===== src/design/dtach_pkg.sv =====
// ----------------------------------------------------------------------------
// Tachometer package
// Shared types and constants for the directional tachometer with digit split.
// ----------------------------------------------------------------------------
package dtach_pkg;

  localparam int SCALE_W  = 12;
  localparam int LIMIT_W  = 17;
  localparam int BAR_W    = 10;
  localparam int SPEED_W  = 28;
  localparam int PULSES_W = 16;
  localparam int DIGIT_W  = 4;
  localparam int SHOWN_W  = 17;
  localparam int CFG_IDX_W  = 2;
  localparam int CFG_DATA_W = 17;

  localparam logic [SPEED_W-1:0]  SPEED_MAX  = '1;
  localparam logic [PULSES_W-1:0] PULSES_MAX = '1;

  localparam logic [CFG_IDX_W-1:0] REG_PULSE_SCALE   = 2'd0;
  localparam logic [CFG_IDX_W-1:0] REG_DISPLAY_LIMIT = 2'd1;
  localparam logic [CFG_IDX_W-1:0] REG_BAR_MAX       = 2'd2;

  // Reciprocal constants for exact division of a 17-bit value.
  localparam int DIV_W = 35;
  localparam logic [DIV_W-1:0] RECIP_10    = 35'd209716;
  localparam int               SHIFT_10    = 21;
  localparam logic [DIV_W-1:0] RECIP_100   = 35'd167773;
  localparam int               SHIFT_100   = 24;
  localparam logic [DIV_W-1:0] RECIP_1000  = 35'd134218;
  localparam int               SHIFT_1000  = 27;
  localparam logic [DIV_W-1:0] RECIP_10000 = 35'd107375;
  localparam int               SHIFT_10000 = 30;
  localparam logic [SHOWN_W-1:0] RADIX = 17'd10;

  localparam int QUEUE_DEPTH = 2;
  localparam int QPTR_W      = 1;

  typedef enum logic [1:0] {
    OP_SENSOR_ONE = 2'd0,
    OP_SENSOR_TWO = 2'd1,
    OP_TICK       = 2'd2
  } opcode_t;

  typedef enum logic [1:0] {
    DIR_NONE    = 2'd0,
    DIR_FORWARD = 2'd1,
    DIR_REVERSE = 2'd2
  } dir_t;

  typedef struct packed {
    logic [SCALE_W-1:0] pulse_scale;
    logic [LIMIT_W-1:0] display_limit;
    logic [BAR_W-1:0]   bar_max;
  } cfg_t;

  localparam cfg_t CFG_RESET = '{
    pulse_scale:   12'd720,
    display_limit: 17'd100000,
    bar_max:       10'd414
  };

  typedef struct packed {
    logic [SPEED_W-1:0]  speed;
    dir_t                dir;
    logic [PULSES_W-1:0] pulses;
  } entry_t;

endpackage


===== src/design/directional_tachometer_with_digits.sv =====
// ----------------------------------------------------------------------------
// Directional tachometer with digits
// Throughput: one beat per cycle while the queue has room; in_ready is low when it is full.
// The display stage is a two-register pipeline behind a two-entry queue.
// Reset clears count, direction, speed and shown value and loads the default
// configuration; the block accepts beats in the first cycle after reset.
// ----------------------------------------------------------------------------
module directional_tachometer_with_digits #(
  parameter int COUNT_WIDTH = 16
) (
  input  logic                                 clk,
  input  logic                                 rst,
  input  logic                                 in_valid,
  output logic                                 in_ready,
  input  logic [1:0]                           opcode,
  input  logic                                 other_sensor_level,
  input  logic                                 cfg_we,
  input  logic [dtach_pkg::CFG_IDX_W-1:0]      cfg_index,
  input  logic [dtach_pkg::CFG_DATA_W-1:0]     cfg_data,
  output logic                                 out_valid,
  input  logic                                 out_ready,
  output logic [dtach_pkg::SPEED_W-1:0]        speed_hundredths,
  output logic [1:0]                           direction_code,
  output logic [dtach_pkg::PULSES_W-1:0]       pulses_so_far,
  output logic [dtach_pkg::DIGIT_W-1:0]        digit_hundreds,
  output logic [dtach_pkg::DIGIT_W-1:0]        digit_tens,
  output logic [dtach_pkg::DIGIT_W-1:0]        digit_ones,
  output logic [dtach_pkg::DIGIT_W-1:0]        digit_tenths,
  output logic [dtach_pkg::DIGIT_W-1:0]        digit_hundredths,
  output logic [dtach_pkg::BAR_W-1:0]          bar_length,
  output logic                                 shown_updated
);

  dtach_pkg::cfg_t   cfg;
  logic              q_full;
  logic              q_push;
  dtach_pkg::entry_t q_push_entry;
  logic              q_pop;
  logic              q_not_empty;
  dtach_pkg::entry_t q_pop_entry;

  always_ff @(posedge clk) begin
    if (rst) begin
      cfg <= dtach_pkg::CFG_RESET;
    end else if (cfg_we) begin
      case (cfg_index)
        dtach_pkg::REG_PULSE_SCALE:   cfg.pulse_scale   <= cfg_data[dtach_pkg::SCALE_W-1:0];
        dtach_pkg::REG_DISPLAY_LIMIT: cfg.display_limit <= cfg_data[dtach_pkg::LIMIT_W-1:0];
        dtach_pkg::REG_BAR_MAX:       cfg.bar_max       <= cfg_data[dtach_pkg::BAR_W-1:0];
        default: begin
        end
      endcase
    end
  end

  dtach_front #(
    .COUNT_WIDTH(COUNT_WIDTH)
  ) u_front (
    .clk               (clk),
    .rst               (rst),
    .in_valid          (in_valid),
    .in_ready          (in_ready),
    .opcode            (opcode),
    .other_sensor_level(other_sensor_level),
    .cfg               (cfg),
    .q_full            (q_full),
    .q_push            (q_push),
    .q_entry           (q_push_entry)
  );

  dtach_queue u_queue (
    .clk       (clk),
    .rst       (rst),
    .push      (q_push),
    .push_entry(q_push_entry),
    .full      (q_full),
    .pop       (q_pop),
    .not_empty (q_not_empty),
    .pop_entry (q_pop_entry)
  );

  dtach_back u_back (
    .clk             (clk),
    .rst             (rst),
    .cfg             (cfg),
    .q_not_empty     (q_not_empty),
    .q_entry         (q_pop_entry),
    .q_pop           (q_pop),
    .out_valid       (out_valid),
    .out_ready       (out_ready),
    .speed_hundredths(speed_hundredths),
    .direction_code  (direction_code),
    .pulses_so_far   (pulses_so_far),
    .digit_hundreds  (digit_hundreds),
    .digit_tens      (digit_tens),
    .digit_ones      (digit_ones),
    .digit_tenths    (digit_tenths),
    .digit_hundredths(digit_hundredths),
    .bar_length      (bar_length),
    .shown_updated   (shown_updated)
  );

endmodule


===== src/design/dtach_front.sv =====
// ----------------------------------------------------------------------------
// Tachometer front end
// Accepts sensor edges and gate ticks, keeps count, direction and gated speed.
// ----------------------------------------------------------------------------
module dtach_front #(
  parameter int COUNT_WIDTH = 16
) (
  input  logic                  clk,
  input  logic                  rst,
  input  logic                  in_valid,
  output logic                  in_ready,
  input  logic [1:0]            opcode,
  input  logic                  other_sensor_level,
  input  dtach_pkg::cfg_t       cfg,
  input  logic                  q_full,
  output logic                  q_push,
  output dtach_pkg::entry_t     q_entry
);

  localparam int PROD_W  = COUNT_WIDTH + dtach_pkg::SCALE_W;
  localparam int EXT_W   = (PROD_W > dtach_pkg::SPEED_W) ? PROD_W : dtach_pkg::SPEED_W;
  localparam int CLAMP_W = (COUNT_WIDTH > dtach_pkg::PULSES_W) ? COUNT_WIDTH
                                                                : dtach_pkg::PULSES_W;
  localparam logic [COUNT_WIDTH-1:0] COUNT_MAX = {COUNT_WIDTH{1'b1}};

  logic [COUNT_WIDTH-1:0]           pulse_count, pulse_count_next;
  dtach_pkg::dir_t                  direction, direction_next;
  logic [dtach_pkg::SPEED_W-1:0]    gated_speed, gated_speed_next;
  logic                             edge_hit;
  logic                             tick;
  dtach_pkg::dir_t                  edge_dir;
  logic [PROD_W-1:0]                prod;
  logic [EXT_W-1:0]                 prod_ext;
  logic [dtach_pkg::SPEED_W-1:0]    speed_sat;
  logic [CLAMP_W-1:0]               count_ext;

  assign in_ready = !q_full;
  assign q_push   = in_valid && in_ready;

  assign prod      = PROD_W'(pulse_count) * PROD_W'(cfg.pulse_scale);
  assign prod_ext  = EXT_W'(prod);
  assign speed_sat = (prod_ext > EXT_W'(dtach_pkg::SPEED_MAX)) ? dtach_pkg::SPEED_MAX
                                                                : prod_ext[dtach_pkg::SPEED_W-1:0];

  always_comb begin
    edge_hit = 1'b0;
    tick     = 1'b0;
    edge_dir = dtach_pkg::DIR_NONE;
    case (opcode)
      dtach_pkg::OP_SENSOR_ONE: begin
        edge_hit = !other_sensor_level;
        edge_dir = dtach_pkg::DIR_FORWARD;
      end
      dtach_pkg::OP_SENSOR_TWO: begin
        edge_hit = !other_sensor_level;
        edge_dir = dtach_pkg::DIR_REVERSE;
      end
      dtach_pkg::OP_TICK: begin
        tick = 1'b1;
      end
      default: begin
      end
    endcase
  end

  always_comb begin
    pulse_count_next = pulse_count;
    direction_next   = direction;
    gated_speed_next = gated_speed;
    if (edge_hit) begin
      if (direction == edge_dir) begin
        if (pulse_count != COUNT_MAX) begin
          pulse_count_next = pulse_count + COUNT_WIDTH'(1);
        end
      end else begin
        direction_next   = edge_dir;
        pulse_count_next = COUNT_WIDTH'(1);
      end
    end else if (tick) begin
      gated_speed_next = speed_sat;
      pulse_count_next = '0;
    end
  end

  assign count_ext      = CLAMP_W'(pulse_count_next);
  assign q_entry.speed  = gated_speed_next;
  assign q_entry.dir    = direction_next;
  assign q_entry.pulses = (count_ext > CLAMP_W'(dtach_pkg::PULSES_MAX))
                          ? dtach_pkg::PULSES_MAX : count_ext[dtach_pkg::PULSES_W-1:0];

  always_ff @(posedge clk) begin
    if (rst) begin
      pulse_count <= '0;
      direction   <= dtach_pkg::DIR_NONE;
      gated_speed <= '0;
    end else if (q_push) begin
      pulse_count <= pulse_count_next;
      direction   <= direction_next;
      gated_speed <= gated_speed_next;
    end
  end

endmodule


===== src/design/dtach_queue.sv =====
// ----------------------------------------------------------------------------
// Tachometer queue
// Small first-in first-out buffer between the front end and the display stage.
// ----------------------------------------------------------------------------
module dtach_queue (
  input  logic              clk,
  input  logic              rst,
  input  logic              push,
  input  dtach_pkg::entry_t push_entry,
  output logic              full,
  input  logic              pop,
  output logic              not_empty,
  output dtach_pkg::entry_t pop_entry
);

  dtach_pkg::entry_t                store [dtach_pkg::QUEUE_DEPTH];
  logic [dtach_pkg::QPTR_W-1:0]     wr_ptr;
  logic [dtach_pkg::QPTR_W-1:0]     rd_ptr;
  logic [dtach_pkg::QPTR_W:0]       fill;

  assign full      = (fill == (dtach_pkg::QPTR_W + 1)'(dtach_pkg::QUEUE_DEPTH));
  assign not_empty = (fill != '0);
  assign pop_entry = store[rd_ptr];

  always_ff @(posedge clk) begin
    if (push) begin
      store[wr_ptr] <= push_entry;
    end
  end

  always_ff @(posedge clk) begin
    if (rst) begin
      wr_ptr <= '0;
      rd_ptr <= '0;
      fill   <= '0;
    end else begin
      if (push) begin
        wr_ptr <= wr_ptr + dtach_pkg::QPTR_W'(1);
      end
      if (pop) begin
        rd_ptr <= rd_ptr + dtach_pkg::QPTR_W'(1);
      end
      if (push && !pop) begin
        fill <= fill + (dtach_pkg::QPTR_W + 1)'(1);
      end else if (pop && !push) begin
        fill <= fill - (dtach_pkg::QPTR_W + 1)'(1);
      end
    end
  end

endmodule


===== src/design/dtach_back.sv =====
// ----------------------------------------------------------------------------
// Tachometer display stage
// Latches the shown value and splits it into decimal digits and a bar length.
// ----------------------------------------------------------------------------
module dtach_back (
  input  logic                                clk,
  input  logic                                rst,
  input  dtach_pkg::cfg_t                     cfg,
  input  logic                                q_not_empty,
  input  dtach_pkg::entry_t                   q_entry,
  output logic                                q_pop,
  output logic                                out_valid,
  input  logic                                out_ready,
  output logic [dtach_pkg::SPEED_W-1:0]       speed_hundredths,
  output logic [1:0]                          direction_code,
  output logic [dtach_pkg::PULSES_W-1:0]      pulses_so_far,
  output logic [dtach_pkg::DIGIT_W-1:0]       digit_hundreds,
  output logic [dtach_pkg::DIGIT_W-1:0]       digit_tens,
  output logic [dtach_pkg::DIGIT_W-1:0]       digit_ones,
  output logic [dtach_pkg::DIGIT_W-1:0]       digit_tenths,
  output logic [dtach_pkg::DIGIT_W-1:0]       digit_hundredths,
  output logic [dtach_pkg::BAR_W-1:0]         bar_length,
  output logic                                shown_updated
);

  logic                            s1_valid;
  dtach_pkg::entry_t               s1_entry;
  logic                            s1_updated;
  logic [dtach_pkg::SHOWN_W-1:0]   shown_value;
  logic                            s1_load;
  logic                            s2_load;
  logic                            within_limit;
  logic [dtach_pkg::DIV_W-1:0]     shown_ext;
  logic [dtach_pkg::DIV_W-1:0]     prod_10, prod_100, prod_1000, prod_10000;
  logic [dtach_pkg::SHOWN_W-1:0]   q10, q100, q1000, q10000;
  logic [dtach_pkg::SHOWN_W-1:0]   rem_hundredths, rem_tenths, rem_ones, rem_tens;

  assign s2_load      = !out_valid || out_ready;
  assign s1_load      = !s1_valid || s2_load;
  assign q_pop        = q_not_empty && s1_load;
  assign within_limit = (q_entry.speed <= dtach_pkg::SPEED_W'(cfg.display_limit));

  always_ff @(posedge clk) begin
    if (rst) begin
      s1_valid    <= 1'b0;
      shown_value <= '0;
    end else begin
      if (s1_load) begin
        s1_valid <= q_not_empty;
      end
      if (q_pop && within_limit) begin
        shown_value <= q_entry.speed[dtach_pkg::SHOWN_W-1:0];
      end
    end
  end

  always_ff @(posedge clk) begin
    if (q_pop) begin
      s1_entry   <= q_entry;
      s1_updated <= within_limit;
    end
  end

  assign shown_ext  = dtach_pkg::DIV_W'(shown_value);
  assign prod_10    = shown_ext * dtach_pkg::RECIP_10;
  assign prod_100   = shown_ext * dtach_pkg::RECIP_100;
  assign prod_1000  = shown_ext * dtach_pkg::RECIP_1000;
  assign prod_10000 = shown_ext * dtach_pkg::RECIP_10000;
  assign q10        = dtach_pkg::SHOWN_W'(prod_10 >> dtach_pkg::SHIFT_10);
  assign q100       = dtach_pkg::SHOWN_W'(prod_100 >> dtach_pkg::SHIFT_100);
  assign q1000      = dtach_pkg::SHOWN_W'(prod_1000 >> dtach_pkg::SHIFT_1000);
  assign q10000     = dtach_pkg::SHOWN_W'(prod_10000 >> dtach_pkg::SHIFT_10000);

  assign rem_hundredths = shown_value - q10 * dtach_pkg::RADIX;
  assign rem_tenths     = q10 - q100 * dtach_pkg::RADIX;
  assign rem_ones       = q100 - q1000 * dtach_pkg::RADIX;
  assign rem_tens       = q1000 - q10000 * dtach_pkg::RADIX;

  always_ff @(posedge clk) begin
    if (rst) begin
      out_valid <= 1'b0;
    end else if (s2_load) begin
      out_valid <= s1_valid;
    end
  end

  always_ff @(posedge clk) begin
    if (s2_load && s1_valid) begin
      speed_hundredths <= s1_entry.speed;
      direction_code   <= s1_entry.dir;
      pulses_so_far    <= s1_entry.pulses;
      shown_updated    <= s1_updated;
      digit_hundreds   <= q10000[dtach_pkg::DIGIT_W-1:0];
      digit_tens       <= rem_tens[dtach_pkg::DIGIT_W-1:0];
      digit_ones       <= rem_ones[dtach_pkg::DIGIT_W-1:0];
      digit_tenths     <= rem_tenths[dtach_pkg::DIGIT_W-1:0];
      digit_hundredths <= rem_hundredths[dtach_pkg::DIGIT_W-1:0];
      bar_length       <= (q100 >= dtach_pkg::SHOWN_W'(cfg.bar_max))
                          ? cfg.bar_max : q100[dtach_pkg::BAR_W-1:0];
    end
  end

endmodule


===== config.mk =====
export PLATFORM = sky130hd
export DESIGN_NAME = directional_tachometer_with_digits
export DESIGN_NICKNAME = d
export VERILOG_FILES = /design/src/design/dtach_pkg.sv /design/src/design/directional_tachometer_with_digits.sv /design/src/design/dtach_front.sv /design/src/design/dtach_queue.sv /design/src/design/dtach_back.sv
export SDC_FILE = /design/constraint.sdc
export NUM_CORES = 2
export LEC_CHECK = 0
export BUFFER_PORTS_ARGS = -buffer_cell sky130_fd_sc_hd__buf_2
export CAP_MARGIN = 20
export CORE_ASPECT_RATIO = 1.5
export CORE_MARGIN = 2
export CORE_UTILIZATION = 65
export CTS_CLUSTER_SIZE = 25
export DETAILED_ROUTE_END_ITERATION = 12
export PLACE_DENSITY = 0.94
export SETUP_SLACK_MARGIN = 0.15
export SLEW_MARGIN = 25
export SYNTH_ARGS = -nofsm -noshare
export SYNTH_HDL_FRONTEND = slang
export SYNTH_SLANG_ARGS = --single-unit

===== constraint.sdc =====
create_clock -name clk -period 8.91 [get_ports clk]
set_input_delay 0 -clock clk [delete_from_list [all_inputs] [get_ports clk]]
set_output_delay 0 -clock clk [all_outputs]
set_load 0.005 [all_outputs]

==> results.sh <==
export IMPL_cts_sinks=325
export IMPL_fin_crit_sh_pct=97.4
export IMPL_ys_seq_elements=325
export IMPL_cts_buffer_depth=3
export IMPL_start_util_pct=65.6
export IMPL_syn_area_per_cell_um2=10.6
export IMPL_cts_htree_levels=1
export IMPL_viasPerCell=6.08
export IMPL_hp_start="other_sensor_level"
export IMPL_die_x_um=192
export IMPL_required_ns=9.29
export IMPL_ys_types=79
export IMPL_cts_tree="yes"
export IMPL_yosys_area_top_type="fa_1"
export IMPL_critPathSlowestCell="fa_1"
export IMPL_synth_common_cells="inv_1, ha_1, fa_1"
export IMPL_rows=103
export IMPL_worstReg2RegEnd="u_back.bar_length[4]"
export IMPL_synth_edf_count=216
export IMPL_vdd_ir_drop_max_mv=0.258
export IMPL_holdPathEnd="u_queue.store[0][16]"
export IMPL_hold_viol=0
export IMPL_layout_drive_gt1_share_pct=8.79
export IMPL_synth_most_common_cell="inv_1"
export IMPL_grt_pass1_vias=27500
export IMPL_core_area_um2=52500
export IMPL_grt_overflow=0
export IMPL_synth_cells=3242
export IMPL_numCtsBuffers=31
export IMPL_power_density_nw_per_um2=132
export IMPL_hpwl_um=77100
export IMPL_gp_congestion=1.09
export IMPL_hp_class="in2reg"
export IMPL_setup_viol=0
export IMPL_rsz0062_at_grt="false"
export IMPL_syn_area_um2=34400
export IMPL_cts_root_buf="clkbuf_16"
export IMPL_synth_main_ff_cell="edfxtp_1"
export IMPL_reg2reg_slack_ns=0.23
export IMPL_nets=4399
export IMPL_drtIter0Drc=2103
export IMPL_worst_setup_path_end_kind="flip-flop"
export IMPL_drt_wl_total_um=101000
export IMPL_yosysSeqAreaShare_pct=25.2
export IMPL_fmax_ghz=0.115
export IMPL_filler_cell_count=3413
export IMPL_synth_nets=4275
export IMPL_grt_max_degree=54
export IMPL_worstReg2RegStart="u_back.shown_value[6]"
export IMPL_post_place_cells=3985
export IMPL_drc=0
export IMPL_worstPathMaxFanout=16
export IMPL_grt_pass1_wl_um=155000
export IMPL_cap_violations=0
export IMPL_relSlewSlack_pct=30.9
export IMPL_cp_arrival_ns=9.06
export IMPL_grt_usage_pct=38.2
export IMPL_crit_type="reg2reg"
export IMPL_io_pin_count=106
export IMPL_die_height_um=286
export IMPL_ant_nets=0
export IMPL_clock_latency_ns=0.63
export IMPL_status="finished clean"
export IMPL_p_leak_nw=19.8
export IMPL_fin_util_pct=71.0
export IMPL_whs_path_depth=4
export IMPL_dieArea_um2=54800
export IMPL_r2r_cells=30
export IMPL_worst_pin_slew_ns=1.03
export IMPL_antenna_found_initial=7
export IMPL_fin_cells=4076
export IMPL_setup_tns_ns=0
export IMPL_drt_pass1_iter_count=7
export IMPL_slew_viol_final=0
export IMPL_wire_per_inst_um=24.7
export IMPL_area_delta_synth_final_pct=8.21
export IMPL_worstSetupStartpointType="flip-flop"
export IMPL_synthTopCellsByArea="fa_1, ha_1, edfxtp_1, inv_1, dfxtp_1"
export IMPL_fin_crit_ns=8.68
export IMPL_slowest_delay_ns=0.59
export IMPL_yosys_area_top_type_share_pct=28.0
export IMPL_clkTransAtPathRegs_ns=0.08
export IMPL_vias=24800
export IMPL_io_buffers=105
export IMPL_fin_skew_ns=0.0336
export IMPL_ys_async_sr_fraction_pct=0
export IMPL_ys_warnings_count=0
## layer usage
metal | track usage (%) | vias up | part of all wire (%) | wire length (um)
li1 | - | 10600 | - | -
met1 | 39.0 | 12200 | 31 | 31300
met2 | 64.8 | 1412 | 50 | 49800
met3 | 8.43 | 615 | 7.5 | 7590
met4 | 34.7 | 4 | 12 | 11800
met5 | 0 | - | 0.023 | 23
## flip-flops by register name (all words and copies together) (netlist names), 2 cells and up, named ones only
name,flops
u_back.direction_code,2
u_front.direction,2
u_back.digit_ones,4
u_front.gated_speed,28
u_back.pulses_so_far,16
u_back.bar_length,10
u_back.speed_hundredths,28
u_back.shown_value,17
u_back.digit_tens,4
cfg,39
u_back.digit_hundredths,4
u_queue.fill,2
u_back.digit_tenths,4
u_queue.store,92
u_back.s1_entry,46
u_front.pulse_count,16
u_back.digit_hundreds,4
## per-stage QoR
step                      total power, mW  hold slack, ns  setup WS (ns)  instance area [um2]
after floorplan                      2.90           0.124           1.11                34400
after global placement               3.33           0.260          0.832                35800
after detailed placement             3.41           0.263          0.661                35800
after CTS                            4.88          0.0315          0.430                37200
after global routing                 5.09          0.0406         0.0319                37200
final                                4.93          0.0169          0.228                37200
## area by class of cell
class | count | area, um2 | share of cell area [%]
clock buffers | 33 | 783 | 2.10
well taps | 682 | 853 | 2.29
diodes | 3 | 7.51 | 0.0202
clock inverters | 25 | 332 | 0.890
inverters | 737 | 2770 | 7.44
flip-flops and latches | 325 | 8670 | 23.3
repair buffers | 181 | 1160 | 3.12
multi-input cells | 2090 | 22700 | 60.9
## cell usage in the layout (no fill, tap or decap), types with 31 or more instances in the layout
master and count:
a21oi_1 112, and2_1 73, buf_2 105, buf_4 49, clkbuf_16 31, dfxtp_1 108, edfxtp_1 216, fa_1 481
ha_1 525, inv_1 735, mux2_2 51, nand2_1 322, nor2_1 92, o21ai_0 51, xnor2_1 51
## worst max path at each step
stage,to,start
floorplan,u_back.bar_length[0],u_back.shown_value[6]
global placement,u_back.bar_length[7],u_back.shown_value[16]
detailed placement,u_back.bar_length[5],u_back.shown_value[16]
CTS,u_back.bar_length[9],u_back.shown_value[6]
global route,u_back.bar_length[3],u_back.shown_value[6]
finish,u_back.bar_length[4],u_back.shown_value[6]
## worst max-delay path, delay by kind of cell, from the launching register on
family / cells / cell delay [ns]
buffers and inverters: 7 / 0.97
muxes: 1 / 0.31
AOI/OAI and AO/OA: 10 / 2.27
xor gates and xnor gates: 1 / 0.21
adders and majority gates: 8 / 3.87
DFF: 1 / 0.31
and+or+nand+nor: 3 / 0.51
## repair_timing
action / CTS / global route
setup buffers: 0 / 2
gates resized for setup: 0 / 1
endpoints found under the setup margin: 0 / 10
hold buffers: 27 / 0
hold endpoints to repair: 61 / 0
## kinds of logic (layout without fill, tap and decap cells)
family | Yosys count | count (layout) | share of synthesized area, %
and+or+nand+nor | 602 | 602 | 7.93
adders and majority gates | 1006 | 1006 | 47.1
other | 0 | 3 | 0
DFF | 325 | 325 | 25.2
xor gates and xnor gates | 76 | 76 | 2.01
muxes | 82 | 82 | 2.72
AOI/OAI and AO/OA | 324 | 324 | 5.98
buffers and inverters | 827 | 976 | 9.09
## report_power, final
| part | switching (mW) | internal, mW |
|---|---|---|
| sequential | 0.174 | 2.04 |
| clock | 0.664 | 0.805 |
| combinational | 0.813 | 0.437 |
Power figures use the tool's default switching activity.
